==> src/rtl/uer_pkg.sv <==
package uer_pkg;

  localparam int unsigned CountWidth = 17;
  localparam int unsigned DistWidth  = 12;
  localparam int unsigned RemWidth   = 14;

  localparam logic [CountWidth-1:0] PRE_LOW_TICKS      = CountWidth'(5);
  localparam logic [CountWidth-1:0] TRIGGER_HIGH_TICKS = CountWidth'(10);

  // distance = floor(count * 332 / 10000), kept as quotient and remainder
  localparam logic [RemWidth-1:0] REM_STEP    = RemWidth'(332);
  localparam logic [RemWidth-1:0] REM_DIVISOR = RemWidth'(10000);

  localparam logic [3:0] CFG_MIN_DISTANCE = 4'd0;
  localparam logic [3:0] CFG_MAX_DISTANCE = 4'd1;
  localparam logic [3:0] CFG_RISE_LIMIT   = 4'd2;
  localparam logic [3:0] CFG_ECHO_LIMIT   = 4'd3;

  typedef enum logic [2:0] {
    STATUS_OK        = 3'd0,
    STATUS_NO_ECHO   = 3'd1,
    STATUS_TIMEOUT   = 3'd2,
    STATUS_FAULT     = 3'd3,
    STATUS_OUT_RANGE = 3'd4
  } status_e;

  typedef enum logic [4:0] {
    PH_IDLE      = 5'b00001,
    PH_PRE_LOW   = 5'b00010,
    PH_TRIG_HIGH = 5'b00100,
    PH_WAIT_RISE = 5'b01000,
    PH_ECHO_HIGH = 5'b10000
  } phase_e;

  typedef struct packed {
    logic signed [12:0] min_distance;
    logic signed [12:0] max_distance;
    logic [15:0]        rise_limit;
    logic [15:0]        echo_limit;
  } cfg_t;

  typedef struct packed {
    logic                 trigger_level;
    logic                 busy_res;
    logic                 done_res;
    logic [2:0]           status;
    logic [DistWidth-1:0] distance;
  } res_t;

endpackage

==> src/rtl/ultrasonic_echo_ranger.sv <==
// channel   | handshake                  | payload
// input     | in_valid_i / in_stall_o    | req_type_i, echo_level_i, disturbed_i
// result    | out_valid_o / out_stall_i  | trigger_level_o, busy_res_o, done_res_o,
//           |                            | status_o, distance_o
// config    | cfg_valid_i / cfg_ready_o  | cfg_index_i, cfg_data_i
//
// one item per cycle while the input is not stalled; each item yields one result in the cycle after acceptance
// the state update and result logic sit between the input port and the result register
// input stalls only while a result is held and the result side stalls
// reset returns the phase to idle, clears the tick counter and loads config defaults
// config is always ready
module ultrasonic_echo_ranger (
  input  logic        clk_i,
  input  logic        rst_ni,
  input  logic        in_valid_i,
  output logic        in_stall_o,
  input  logic        req_type_i,
  input  logic        echo_level_i,
  input  logic        disturbed_i,
  output logic        out_valid_o,
  input  logic        out_stall_i,
  output logic        trigger_level_o,
  output logic        busy_res_o,
  output logic        done_res_o,
  output logic [2:0]  status_o,
  output logic [11:0] distance_o,
  input  logic        cfg_valid_i,
  output logic        cfg_ready_o,
  input  logic [3:0]  cfg_index_i,
  input  logic [15:0] cfg_data_i
);

  uer_pkg::cfg_t cfg_q;
  uer_pkg::res_t res, res_q;
  logic          out_valid_q, out_valid_d;
  logic          accept;

  assign in_stall_o  = out_valid_q && out_stall_i;
  assign accept      = in_valid_i && !in_stall_o;
  assign cfg_ready_o = 1'b1;

  always_ff @(posedge clk_i or negedge rst_ni) begin
    if (!rst_ni) begin
      cfg_q.min_distance <= 13'h1FFF;
      cfg_q.max_distance <= 13'h1FFF;
      cfg_q.rise_limit   <= 16'd255;
      cfg_q.echo_limit   <= 16'd1920;
    end else if (cfg_valid_i && cfg_ready_o) begin
      case (cfg_index_i)
        uer_pkg::CFG_MIN_DISTANCE: cfg_q.min_distance <= cfg_data_i[12:0];
        uer_pkg::CFG_MAX_DISTANCE: cfg_q.max_distance <= cfg_data_i[12:0];
        uer_pkg::CFG_RISE_LIMIT:   cfg_q.rise_limit   <= cfg_data_i;
        uer_pkg::CFG_ECHO_LIMIT:   cfg_q.echo_limit   <= cfg_data_i;
        default: ;
      endcase
    end
  end

  uer_core u_core (
    .clk_i       (clk_i),
    .rst_ni      (rst_ni),
    .step_i      (accept),
    .start_i     (req_type_i),
    .echo_i      (echo_level_i),
    .disturbed_i (disturbed_i),
    .cfg_i       (cfg_q),
    .res_o       (res)
  );

  always_comb begin
    out_valid_d = out_valid_q;
    if (accept) begin
      out_valid_d = 1'b1;
    end else if (!out_stall_i) begin
      out_valid_d = 1'b0;
    end
  end

  always_ff @(posedge clk_i or negedge rst_ni) begin
    if (!rst_ni) begin
      out_valid_q <= 1'b0;
    end else begin
      out_valid_q <= out_valid_d;
    end
  end

  always_ff @(posedge clk_i) begin
    if (accept) begin
      res_q <= res;
    end
  end

  assign out_valid_o     = out_valid_q;
  assign trigger_level_o = res_q.trigger_level;
  assign busy_res_o      = res_q.busy_res;
  assign done_res_o      = res_q.done_res;
  assign status_o        = res_q.status;
  assign distance_o      = res_q.distance;

endmodule

==> src/rtl/uer_core.sv <==
module uer_core (
  input  logic          clk_i,
  input  logic          rst_ni,
  input  logic          step_i,
  input  logic          start_i,
  input  logic          echo_i,
  input  logic          disturbed_i,
  input  uer_pkg::cfg_t cfg_i,
  output uer_pkg::res_t res_o
);

  uer_pkg::phase_e                     phase_q, phase_d;
  logic [uer_pkg::CountWidth-1:0]      cnt_q, cnt_d, cnt_inc;
  logic                                fault_q, fault_d, fault_now;
  logic [uer_pkg::DistWidth-1:0]       dist_q, dist_d;
  logic [uer_pkg::RemWidth-1:0]        rem_q, rem_d, rem_sum;
  logic                                busy, finish, in_range;
  uer_pkg::status_e                    err;
  uer_pkg::res_t                       res;

  assign busy = (phase_q == uer_pkg::PH_PRE_LOW) || (phase_q == uer_pkg::PH_TRIG_HIGH) ||
                (phase_q == uer_pkg::PH_WAIT_RISE) || (phase_q == uer_pkg::PH_ECHO_HIGH);
  assign cnt_inc   = cnt_q + uer_pkg::CountWidth'(1);
  assign rem_sum   = rem_q + uer_pkg::REM_STEP;
  assign fault_now = fault_q | disturbed_i;
  assign in_range  = ($signed({1'b0, dist_q}) > cfg_i.min_distance) &&
                     ($signed({1'b0, dist_q}) < cfg_i.max_distance);

  always_comb begin
    phase_d = phase_q;
    cnt_d   = cnt_q;
    fault_d = fault_q;
    dist_d  = dist_q;
    rem_d   = rem_q;
    finish  = 1'b0;
    err     = uer_pkg::STATUS_OK;
    res     = '0;
    if (start_i) begin
      if (!busy) begin
        phase_d = uer_pkg::PH_PRE_LOW;
        cnt_d   = '0;
        fault_d = 1'b0;
      end
      res.busy_res      = 1'b1;
      res.trigger_level = busy && (phase_q == uer_pkg::PH_TRIG_HIGH);
    end else if (!busy) begin
      phase_d = uer_pkg::PH_IDLE;
    end else begin
      fault_d = fault_now;
      case (phase_q)
        uer_pkg::PH_PRE_LOW: begin
          cnt_d = cnt_inc;
          if (cnt_inc >= uer_pkg::PRE_LOW_TICKS) begin
            phase_d = uer_pkg::PH_TRIG_HIGH;
            cnt_d   = '0;
          end
        end
        uer_pkg::PH_TRIG_HIGH: begin
          cnt_d = cnt_inc;
          if (cnt_inc >= uer_pkg::TRIGGER_HIGH_TICKS) begin
            phase_d = uer_pkg::PH_WAIT_RISE;
            cnt_d   = '0;
          end
        end
        uer_pkg::PH_WAIT_RISE: begin
          if (!echo_i) begin
            cnt_d = cnt_inc;
            if (cnt_inc > {1'b0, cfg_i.rise_limit}) begin
              finish = 1'b1;
              err    = uer_pkg::STATUS_NO_ECHO;
            end
          end else begin
            phase_d = uer_pkg::PH_ECHO_HIGH;
            cnt_d   = uer_pkg::CountWidth'(1);
            dist_d  = '0;
            rem_d   = uer_pkg::REM_STEP;
            if (cfg_i.echo_limit == '0) begin
              finish = 1'b1;
              err    = uer_pkg::STATUS_TIMEOUT;
            end
          end
        end
        uer_pkg::PH_ECHO_HIGH: begin
          if (echo_i) begin
            cnt_d = cnt_inc;
            if (rem_sum >= uer_pkg::REM_DIVISOR) begin
              rem_d  = rem_sum - uer_pkg::REM_DIVISOR;
              dist_d = dist_q + uer_pkg::DistWidth'(1);
            end else begin
              rem_d = rem_sum;
            end
            if (cnt_inc > {1'b0, cfg_i.echo_limit}) begin
              finish = 1'b1;
              err    = uer_pkg::STATUS_TIMEOUT;
            end
          end else begin
            finish = 1'b1;
            err    = uer_pkg::STATUS_OK;
          end
        end
        default: begin
          phase_d = uer_pkg::PH_IDLE;
        end
      endcase
      res.busy_res      = 1'b1;
      res.trigger_level = (phase_d == uer_pkg::PH_TRIG_HIGH);
      if (finish) begin
        phase_d           = uer_pkg::PH_IDLE;
        cnt_d             = '0;
        fault_d           = 1'b0;
        res.trigger_level = 1'b0;
        res.busy_res      = 1'b0;
        res.done_res      = 1'b1;
        if (fault_now) begin
          res.status = uer_pkg::STATUS_FAULT;
        end else if (err == uer_pkg::STATUS_OK) begin
          if (in_range) begin
            res.distance = dist_q;
          end else begin
            res.status = uer_pkg::STATUS_OUT_RANGE;
          end
        end else begin
          res.status = err;
        end
      end
    end
  end

  assign res_o = res;

  always_ff @(posedge clk_i or negedge rst_ni) begin
    if (!rst_ni) begin
      phase_q <= uer_pkg::PH_IDLE;
      cnt_q   <= '0;
      fault_q <= 1'b0;
    end else if (step_i) begin
      phase_q <= phase_d;
      cnt_q   <= cnt_d;
      fault_q <= fault_d;
    end
  end

  always_ff @(posedge clk_i) begin
    if (step_i) begin
      dist_q <= dist_d;
      rem_q  <= rem_d;
    end
  end

endmodule

==> config.mk <==
export PLATFORM = sky130hd
export DESIGN_NAME = ultrasonic_echo_ranger
export DESIGN_NICKNAME = d
export VERILOG_FILES = /design/src/rtl/uer_pkg.sv /design/src/rtl/ultrasonic_echo_ranger.sv /design/src/rtl/uer_core.sv
export SDC_FILE = /design/constraint.sdc
export NUM_CORES = 1
export LEC_CHECK = 0
export BUFFER_PORTS_ARGS = -buffer_cell sky130_fd_sc_hd__buf_2
export CAP_MARGIN = 20
export CORE_MARGIN = 3
export CORE_UTILIZATION = 56
export DETAILED_ROUTE_END_ITERATION = 7
export GPL_ROUTABILITY_DRIVEN = 0
export PLACE_DENSITY_LB_ADDON = 0.2
export SKIP_LAST_GASP = 1
export SYNTH_ARGS = -nofsm -noshare
export SYNTH_HDL_FRONTEND = slang
export SYNTH_SLANG_ARGS = --single-unit
==> constraint.sdc <==
create_clock -name clk_i -period 3.6 [get_ports clk_i]
set_input_delay 0.36 -clock clk_i [delete_from_list [all_inputs] [get_ports clk_i]]
set_output_delay 0.36 -clock clk_i [all_outputs]
set_load 0.05 [all_outputs]
# == Word level (Yosys, flattened, before mapping) ==
# Cells that the tools add are included.
# op_classes
n_addsub,4
n_lt_le_gt_ge,7
n_eq_ne,14
n_mux,58
n_bitwise,6
reduce_logical,27
# ops
operator,n
two-way mux 17 bit,8
two-way mux 12 bit,6
case mux 17 bit (4 select lines),1
two-way mux 5 bit,9
two-way mux 14 bit,3
two-way mux 18 bit,2
greater-than comparator 17 x 16 -> 1 bit,2
case mux 14 bit (2 select lines),1
case mux 12 bit (2 select lines),1
case mux 5 bit (4 select lines),1
two-way mux 3 bit,6
"adder 17 x 1 -> 17 bit, second input constant",1
"greater-or-equal comparator 17 x 3 -> 1 bit, second input constant",1
"greater-or-equal comparator 17 x 4 -> 1 bit, second input constant",1
logical NOT 16 bit,1
"adder 14 x 9 -> 14 bit, second input constant",1
"greater-or-equal comparator 14 bit, second input constant",1
two-way mux 1 bit,14
"subtractor 14 bit, second input constant",1
greater-than comparator 13 bit,1
< comparator 13 bit,1
"adder 12 x 1 -> 12 bit, second input constant",1
"equality test 5 x 3 -> 1 bit, second input constant",2
AND reduction 2 bit,5
28 further kinds,45
# word_totals
register_bits,126
elab_cells,132

# == Logic depth before layout (Yosys ltp) ==
# Gate-level depths: netlist of the first run.
# logic_depth
ltp_word,13
mapped_depth,17
depth_no_buf,14

# == Cells and area by module ==
# A second synthesis of the first run with hierarchy kept.
# unflattened
hier_cells,769
area_unflattened_um2,8013.9
# by_module_without_submodules
module,n_inst,cells_per_inst,area_each_um2,seq_area_each_um2
uer_core,1,618,5144.9,1297.5
ultrasonic_echo_ranger,1,151,2869.0,2064.5

# == Worst setup path after synthesis of the first run ==
# Ideal clock, no wire load.
# synth_timing
path_type,reg2reg
from,register u_core.phase_q[2]
to,register u_core.dist_q[0] (netlist name) (enable)
setup_time_ns,0.353
t_arrival_ns,3.140
slack_ns,0.107
path_stages_with_launch,7
n_path_buf,1
synth_period_minus_slack_ns,3.493
cell_sequence,dfrtp_1 nor2_1 and3_1 clkbuf_1 nor2_1 nor4b_1 o21a_1
# synth_via
elab_chain_cells,5
elab_cells_between_ends,12
cone_classes,7 x eq/ne; 5 x reduce/logical
# synth_rtl
item,line,text
start: declaration,uer_core.sv:12,"uer_pkg::phase_e phase_q, phase_d;"
start signal: assignment,uer_core.sv:133,phase_q <= uer_pkg::PH_IDLE;
start signal: assignment,uer_core.sv:137,phase_q <= phase_d;
equality test 5 x 2 -> 1 bit / equality test 5 x 3 -> 1 bit (equally long branches),uer_core.sv:21,assign busy = (phase_q == uer_pkg::PH_PRE_LOW) || (phase_q == uer_pkg::PH_TRIG_HIGH) ||
logical OR 1 bit (2 in a row),uer_core.sv:21,
logical OR 1 bit,uer_core.sv:22,(phase_q == uer_pkg::PH_WAIT_RISE) || (phase_q == uer_pkg::PH_ECHO_HIGH);
AND reduction 7 bit (no source line) *,n/a,
end signal: assignment,uer_core.sv:145,dist_q <= dist_d;
end: declaration,uer_core.sv:15,"logic [uer_pkg::DistWidth-1:0] dist_q, dist_d;"
# Every way passes the cells marked *; elsewhere a longest branch is shown, timed or not.
# A chain may end at the register's enable or synchronous reset.

# == Worst setup path in the final report of the first run ==
# layout_timing
from,register u_core.cnt_q[2] (netlist name)
to,register u_core.cnt_q[11] (netlist name)
# layout_via
elab_chain_cells,10
elab_cells_between_ends,23
cone_classes,1 x add/sub; 4 x order compare; 1 x eq/ne; 15 x mux; 2 x reduce/logical
# layout_rtl
item,line,text
start: declaration,uer_core.sv:13,"logic [uer_pkg::CountWidth-1:0] cnt_q, cnt_d, cnt_inc;"
start signal: assignment,uer_core.sv:138,cnt_q <= cnt_d;
adder 17 x 1 -> 17 bit *,uer_core.sv:23,assign cnt_inc = cnt_q + uer_pkg::CountWidth'(1);
branches (longest 9 deep; another with greater-than comparator 17 x 16 -> 1 bit),n/a,
# Mark *: on every way between the ends. The select of a mux whose other input is x is not followed.

==> flow_summary.ini, run 1 <==
[synthesis]
syn_avg_cell_area_sq_um = 9.95
synth-main-ff-cell = dfrtp_1
ys_seq_area_share_pct = 43.0
async_reset_ff_share_pct = 66.1
synth_seq_cells = 124
ys_warn_count = 0
synth_edf_count = 42
syn_inst = 786
syn_nets = 875
yosys.cell_types.count = 81
syn_area_sq_um = 7820

[setup_path]
r2r_end = u_core.cnt_q[11]
worstPathArrival_ns = 3.88
r2r-start = u_core.cnt_q[2]
worstPathRequired_ns = 3.91
critPathLaunchType = register
ff2ff_path_depth = 13
crit_type = reg2reg
end_kind = register
r2r_slack_ns = 0.03
crit_fanout = 23

[die]
io_pins = 49
rows = 42
die_h_um = 124
initial_core_util_pct = 58.1
fp.dieW_um = 124
core_area_sq_um = 13500
dieArea_sq_um = 15400

[route]
drc = 0
ant_nets = 0
drt_iter0_drc = 572
wl_per_cell_um = 18.7
vias = 6375
wl_um = 19700
drt-pass1-iter-count = 5
routed_via_density = 6.04

[layout]
num-fill-cells = 1023
nets = 955
fin_util_pct = 68.9
final_common_cell = inv_1
final_cell_mix = 72 x inv_1, 66 x nand2_1, 58 x ha_1
drive_gt1_share_pct = 28.0
fin_area_sq_um = 9270
syn_to_final_growth_pct = 18.6
fin_cells = 1055
diodes = 0

[grt]
grt_overflow_total = 0
antenna_found_initial = 0
grt_max_degree = 83
grt_pass1_wl_um = 31300
track_usage_pct = 26.3
grt_pass1_vias = 6165

[run_status]
status = completed

[clock_tree]
h-tree-depth = 4
clk_pin_slew_ns = 0.06
numClockSinks = 124
cts_inserted_buffers = 17
root_buffer = clkbuf_16
cts.path.max_buffers = 2
cts_tree = done
insertion_delay_ns = 0.42

[sta]
setup_viol = 0
max_slew_margin_pct = 32.2
fmax_ghz = 0.280
rsz0062_at_grt = true
slew_violations = 0
layout_setup_ws_ns = 0.0280
hold_violations = 0
clock_skew_ns = 0.00669
period_share_pct = 99.2
worst_pin_slew_ns = 1.02
min_period_ns = 3.57

[placed_design]
placed_area_sq_um = 8420
dp_cells = 1013
dp_hpwl_um = 13800
pre_cts_slack_ns = -0.0919
portBuffers = 47

[job]
cap_violations = 0

[pwr]
p_leak_nw = 4.12
ir_drop_v = 0.000448
powerDensity_nw_per_um2 = 521

[min_path]
hp-class = in2async
cell usage after synthesis, drive strengths merged, types with 4 or more instances:
cell type  number  area (sq um)
ha             61           763
a21oi          29           149
and2           22           139
dfstp          39          1020
o21a            6          45.0
nand3          28           140
o211ai         12          90.1
mux2           37           417
inv            73           274
a31oi           6          52.6
o31ai           8          65.1
edfxtp         42          1260
and4            6          52.6
nor2b           8          50.1
clkbuf         17          65.1
xnor2          23           201
nor2           42           160
a21o           15           113
buf            12          70.1
nor3           15          75.1
nand2          68           255
and3           11          68.8
dfrtp          43          1080
a22o            5          43.8
nand2b          6          37.5
nor4           11          75.1
or3             7          48.8
o21ai          41           205
or2             5          31.3
or4             4          30.0
nand4          16           130
xor2            9          78.8
nand3b          6          45.0
power breakdown:
part	leakage [nW]	switching, mW	internal [mW]
Clock	0.279	0.642	1.03
Combinational	2.46	0.731	0.529
Sequential	1.38	0.155	1.74
Total	4.12	1.53	3.30
state kept, by name, indices dropped and copies added (netlist names), 3 cells and up:
name            flops
u_core.phase_q      5
u_core.cnt_q       17
cfg_q              58
u_core.dist_q      12
u_core.rem_q       12
status_o            3
distance_o         12
cell type report:
class / count / area, sq um / share of cell area [%]
Inverter: 73 / 274 / 2.95
Sequential cell: 124 / 3370 / 36.3
Multi-Input combinational cell: 560 / 4250 / 45.8
Tap cell: 176 / 220 / 2.37
Clock inverter: 9 / 86.3 / 0.931
Timing Repair Buffer: 90 / 584 / 6.30
Clock buffer: 23 / 489 / 5.28
critical path, cell delays in order, from the launching register on:
cell	delay, ns
dfrtp_1	0.42
nand4_4	0.14
nor4_2	0.37
xnor2_1	0.23
inv_1	0.14
ha_1	0.31
and3_4	0.18
and3_1	0.16
o211ai_1	0.11
o211ai_1	0.38
a31oi_4	0.16
a211o_1	0.33
buf_12	0.17
a221o_1	0.35
repair_timing:
action                                  CTS  global route
hold buffers                              0             0
resized for setup                         3            39
endpoints found under the setup margin   15            25
setup buffers                             0            10
pin swaps                                 0            15
logic make-up after synthesis:
family | synth area share (%)
compound gates | 14.2
xor+xnor | 3.87
fa+ha+maj | 9.88
buf+inv | 5.23
flops | 43.0
mux | 5.58
other cells | 0.0479
simple gates | 18.2
metal layers:
metal  vias to the layer above  wire [um]  track usage (%)
li1                       2998          -                -
met4                         0        518             10.7
met2                       245       9200             39.6
met3                        49       1230             5.72
met5                         -          0                0
met1                      3083       8750             36.9
metrics by stage:
stage / hold WS, ns / TNS [ns] / total power, mW
finish: 0.132 / 0 / 4.83
detailed placement: 0.495 / -0.351 / 3.04
CTS: 0.142 / 0 / 4.72
floorplan: 0.0644 / 0 / 2.68
global placement: 0.489 / 0 / 2.98
global route: 0.153 / -0.487 / 5.07
worst max path at each step:
stage,start,endpoint,cells past startpoint
2_1_floorplan,u_core.phase_q[2],u_core.dist_q[0],6
3_3_place_gp,u_core.cnt_q[0],u_core.cnt_q[5],14
3_5_place_dp,u_core.cnt_q[4],u_core.cnt_q[12],14
4_1_cts,u_core.cnt_q[4],u_core.cnt_q[11],14
5_1_grt,u_core.cnt_q[6],u_core.cnt_q[2],14
6_report,u_core.cnt_q[2],u_core.cnt_q[11],13
(Power assumes the default switching activity.)
==> run 2: changes to the inputs <==
--- a/config.mk
+++ b/config.mk
@@ -5,10 +5,13 @@
 export SDC_FILE = /design/constraint.sdc
 export NUM_CORES = 1
 export LEC_CHECK = 0
+export ABC_AREA = 0
 export BUFFER_PORTS_ARGS = -buffer_cell sky130_fd_sc_hd__buf_2
 export CAP_MARGIN = 20
+export CELL_PAD_IN_SITES_DETAIL_PLACEMENT = 0
+export CELL_PAD_IN_SITES_GLOBAL_PLACEMENT = 1
 export CORE_MARGIN = 3
-export CORE_UTILIZATION = 56
+export CORE_UTILIZATION = 44
 export DETAILED_ROUTE_END_ITERATION = 7
 export GPL_ROUTABILITY_DRIVEN = 0
 export PLACE_DENSITY_LB_ADDON = 0.2
==> flow_summary.ini, run 2 (same netlist as run 1, synthesis figures left out) <==
[run_status]
status = finished with violations
violations = hold timing

[clock_tree]
insertion_delay_ns = 0.42
cts_tree = done
root_buffer = clkbuf_16
h-tree-depth = 4
numClockSinks = 124
cts.path.max_buffers = 2
cts_hold_buffers = 0
cts_inserted_buffers = 17
clk_pin_slew_ns = 0.06

[layout]
largest_reg_flops = 58
syn_to_final_growth_pct = 19.7
fin_area_sq_um = 9360
final_common_cell = inv_1
num-fill-cells = 1524
drive_gt1_share_pct = 28.2
diodes = 0
top_register = cfg_q
reg_top3 = cfg_q (58), u_core.cnt_q (17)
final_cell_mix = 72 x inv_1, 66 x nand2_1, 60 x ha_1
nets = 961

[setup_path]
worstPathArrival_ns = 3.76
crit_fanout = 8
end_kind = register
worstPathRequired_ns = 3.91
critPathLaunchType = register
crit_type = reg2reg

[placed_design]
placed_area_sq_um = 8540
pre_cts_slack_ns = -0.0830
portBuffers = 47
dp_hpwl_um = 14700

[die]
initial_core_util_pct = 45.1
core_area_sq_um = 17400
die_h_um = 139
rows = 48
dieArea_sq_um = 19400
fp.dieW_um = 139
io_pins = 49

[grt]
grt_pass1_wl_um = 32800
track_usage_pct = 20.9
antenna_found_initial = 0
grt_max_degree = 83
grt_overflow_total = 0
grt_pass1_vias = 6311

[sta]
max_slew_margin_pct = 39.5
period_share_pct = 95.7
hold_violations = 23
holdWs_ns = -0.0209
slew_violations = 0
min_period_ns = 3.44
fmax_ghz = 0.290
setup_viol = 0
clock_skew_ns = 0.00983
layout_setup_ws_ns = 0.156
worst_pin_slew_ns = 0.905

[route]
wl_um = 20000
wl_per_cell_um = 18.0
routed_via_density = 5.66
vias = 6279
drc = 0
drt_iter0_drc = 509
drt-pass1-iter-count = 7
ant_nets = 0

[pwr]
ir_drop_v = 0.000327
p_total_mw = 4.79
powerDensity_nw_per_um2 = 512
p_leak_nw = 4.19

[min_path]
hp-class = in2async

[job]
cap_violations = 0
## run 2: timing repair
action                     4_1_cts  5_1_grt
setup buffers                    0        9
pin swaps                        0       15
setup endpoints to repair        9       25
gates resized for setup          4       32
## run 2: per-layer routing
| layer | wire length, um | GRT usage [%] |
|---|---|---|
| met3 | 830 | 3.64 |
| met2 | 9380 | 33.4 |
| met5 | 0 | 0 |
| met4 | 302 | 5.61 |
| met1 | 9480 | 29.6 |
## run 2: critical path: stages (launching register included)
cell and delay (ns):
dfrtp_2 0.41, ha_4 0.19, nand3_1 0.14, xnor2_2 0.32, ha_1 0.31, and4_1 0.22, a221o_1 0.31, a221oi_2 0.31
o211ai_1 0.20, a31oi_4 0.29, and4_2 0.40, nand3_1 0.16, o311ai_4 0.09
## run 2: final timing paths
| check | startpoint | endpoint | slack (ns) | depth (start not counted) |
|---|---|---|---|---|
| hold / removal | rst_ni | u_core.fault_q | -0.02 | 1 |
| setup / recovery | u_core.cnt_q[0] | u_core.cnt_q[2] | 0.16 | 12 |
| hold reg to reg | u_core.phase_q[0] | u_core.phase_q[0] | 0.50 | 2 |
| max in group asynchronous | rst_ni | cfg_q[23] | 2.96 | 2 |
| setup reg to reg | u_core.cnt_q[0] | u_core.cnt_q[2] | 0.16 | 12 |
| min in group clk_i | in_valid_i | out_valid_o | 0.15 | 2 |
## run 2: stage by stage
stage	cells	TNS [ns]	util, %
final	1110	0	54.0
after global placement	1068	-0.0213	49.2
after detailed placement	1068	-0.391	49.2
after CTS	1100	0	52.7
after floorplan	786	0	-
after global routing	1110	-0.0950	54.0
## run 2: where the power goes
| group | switching (mW) | internal [mW] | leakage (nW) |
|---|---|---|---|
| combinational | 0.707 | 0.505 | 2.52 |
| clock | 0.687 | 1.01 | 0.286 |
| sequential | 0.144 | 1.74 | 1.38 |
## run 2: final cells by class
type,instances,area (sq um),area share (%)
clock inverters,13,130,1.39
clock buffers,19,454,4.85
flip-flops and latches,124,3370,36.0
well taps,225,282,3.01
repair buffers,96,654,6.99
inverters,73,274,2.93
multi-input cells,560,4200,44.8
==> run 3: changes to the inputs <==
--- a/config.mk
+++ b/config.mk
@@ -11,7 +11,7 @@
 export CELL_PAD_IN_SITES_DETAIL_PLACEMENT = 0
 export CELL_PAD_IN_SITES_GLOBAL_PLACEMENT = 1
 export CORE_MARGIN = 3
-export CORE_UTILIZATION = 44
+export CORE_UTILIZATION = 49
 export DETAILED_ROUTE_END_ITERATION = 7
 export GPL_ROUTABILITY_DRIVEN = 0
 export PLACE_DENSITY_LB_ADDON = 0.2
==> constraint.sdc (replaced) <==
create_clock -name clk_i -period 3.23 [get_ports clk_i]
set_input_delay 0.323 -clock clk_i [delete_from_list [all_inputs] [get_ports clk_i]]
set_output_delay 0.323 -clock clk_i [all_outputs]
set_load 0.05 [all_outputs]
==> flow_summary.ini, run 3 (same netlist as run 1, synthesis figures left out) <==
[run_status]
status = finished with violations
violations = setup timing

[pwr]
power_frac_comb_pct = 26.1
p_int_mw = 3.98
sw_frac_of_total_pct = 30.6
p_leak_nw = 4.37
clkPwrFrac_pct = 37.0
ir_drop_v = 0.000452
power_frac_seq_pct = 36.9
powerDensity_nw_per_um2 = 588
p_sw_mw = 1.75

[layout]
syn_to_final_growth_pct = 24.6
nets = 994
final_common_cell = buf_4
drive_gt1_share_pct = 31.8
largest_reg_flops = 58
fin_cells = 1129
diodes = 0
reg_top3 = cfg_q (58), u_core.cnt_q (17)
fin_util_pct = 63.2
final_cell_mix = 79 x buf_4, 71 x inv_1, 65 x nand2_1
top_register = cfg_q

[clock_tree]
numClockSinks = 124
cts_inserted_buffers = 17
insertion_delay_ns = 0.42
cts_tree = done
cts.path.max_buffers = 2
clk_pin_slew_ns = 0.06
root_buffer = clkbuf_16
h-tree-depth = 4
cts_hold_buffers = 0

[die]
io_pins = 49
fp.dieW_um = 132
core_area_sq_um = 15400
dieArea_sq_um = 17500
initial_core_util_pct = 50.7
rows = 45
die_h_um = 132

[placed_design]
dp_cells = 1089
pre_cts_slack_ns = -0.395
dp_hpwl_um = 15100
portBuffers = 47

[sta]
setup_viol = 26
layout_setup_ws_ns = -0.201
period_share_pct = 106
tns_ns = -2.72
clock_skew_ns = 0.0101
worst_pin_slew_ns = 0.970
min_period_ns = 3.43
fmax_ghz = 0.291
slew_violations = 0
max_slew_margin_pct = 35.3
hold_violations = 0
rsz0062_at_grt = true

[route]
wl_um = 20500
drc = 0
routed_via_density = 5.77
vias = 6516
ant_nets = 0
drt_iter0_drc = 461
drt-pass1-iter-count = 5
wl_per_cell_um = 18.1

[grt]
grt_pass1_vias = 6577
antenna_found_initial = 0
grt_overflow_total = 0
grt_pass1_wl_um = 33400
grt_max_degree = 75
track_usage_pct = 23.7

[setup_path]
crit_type = reg2reg
max_stage_delay_ns = 0.43
worstPathArrival_ns = 3.74
critPathLaunchType = register
crit_fanout = 4
worstPathRequired_ns = 3.54
crit_chain = buf_4 -> buf_4 -> inv_2 -> ha_4 -> ha_1 -> a21o_1 -> a21o_1 -> a221o_1 -> a221oi_2 -> o211ai_1 -> a31oi_4 -> nand4_4 -> or2_4 -> o311ai_2
slowest_stage = dfrtp_1
path_buf_inv = 3
crit_family = compound AO/OA/AOI/OAI gates
r2r_slack_ns = -0.20
end_kind = register

[min_path]
hp-class = in2async

[job]
cap_violations = 0
==> run 3: cell count changes in the layout (fill, tap and decap cells not counted), moves of 3 or more <==
cell	change
buf_4	+35
o21ai_1	+3
bufinv_16	+4
dfrtp_1	+6
o31ai_1	-5
dfrtp_2	-6
o21ai_0	-3
o31ai_2	+5
==> run 3: worst reg2reg max path: cells and delay by family, from the launching register on <==
| kind | cells | cell delay, ns |
|---|---|---|
| AO/OA/AOI/OAI | 7 | 1.74 |
| flip-flops | 1 | 0.43 |
| AND/OR/NAND/NOR | 2 | 0.42 |
| buffers and inverters | 3 | 0.38 |
| adder cells (fa/ha/maj) | 2 | 0.37 |
==> run 3: area by class of cell <==
| class | instances | area, sq um |
|---|---|---|
| Fill cell | 1288 | 5680 |
| Timing Repair Buffer | 129 | 886 |
| Inverter | 73 | 274 |
| Tap cell | 211 | 264 |
| Multi-Input combinational cell | 560 | 4300 |
| Clock inverter | 14 | 216 |
| Sequential cell | 124 | 3360 |
| Clock buffer | 18 | 439 |
==> run 3: per-stage QoR <==
step / hold slack, ns / power [mW] / cell area (sq um)
3_5_place_dp: 0.495 / 3.51 / 8830
5_1_grt: 0.118 / 6.03 / 9750
3_3_place_gp: 0.490 / 3.44 / 8830
4_1_cts: 0.0899 / 5.71 / 9620
2_1_floorplan: 0.0274 / 3.01 / 7880
6_report: 0.0747 / 5.73 / 9750
==> run 3: timing repair <==
action	in CTS	in global routing
setup buffers	4	4
gates resized for setup	22	18
endpoints found under the setup margin	26	27
pin swaps	14	17
==> run 3: worst paths after layout <==
kind                                   start  cells past startpoint                end
setup / recovery             u_core.cnt_q[1]                     14    u_core.cnt_q[2]
setup reg to reg             u_core.cnt_q[1]                     14    u_core.cnt_q[2]
hold / removal                        rst_ni                      1           cfg_q[3]
max in group asynchronous             rst_ni                      2          cfg_q[52]
min in group clk_i                in_valid_i                      2        out_valid_o
hold reg to reg            u_core.phase_q[0]                      2  u_core.phase_q[0]
==> run 3: power by group through the flow <==
stage          combinational, mW  clock (mW)  sequential (mW)
3_3_place_gp                1.33           0             2.11
3_5_place_dp                1.39           0             2.12
6_report                    1.50        2.12             2.11
4_1_cts                     1.45        2.15             2.11
2_1_floorplan              0.878           0             2.13
5_1_grt                     1.66        2.23             2.14
==> run 3: metal layers <==
| layer | wire length [um] | GRT usage [%] | up-vias |
|---|---|---|---|
| met5 | 0 | 0 | - |
| met4 | 374 | 7.16 | 0 |
| met3 | 1080 | 5.00 | 33 |
| met2 | 9810 | 38.8 | 195 |
| met1 | 9220 | 31.7 | 3211 |
| li1 | - | - | 3077 |
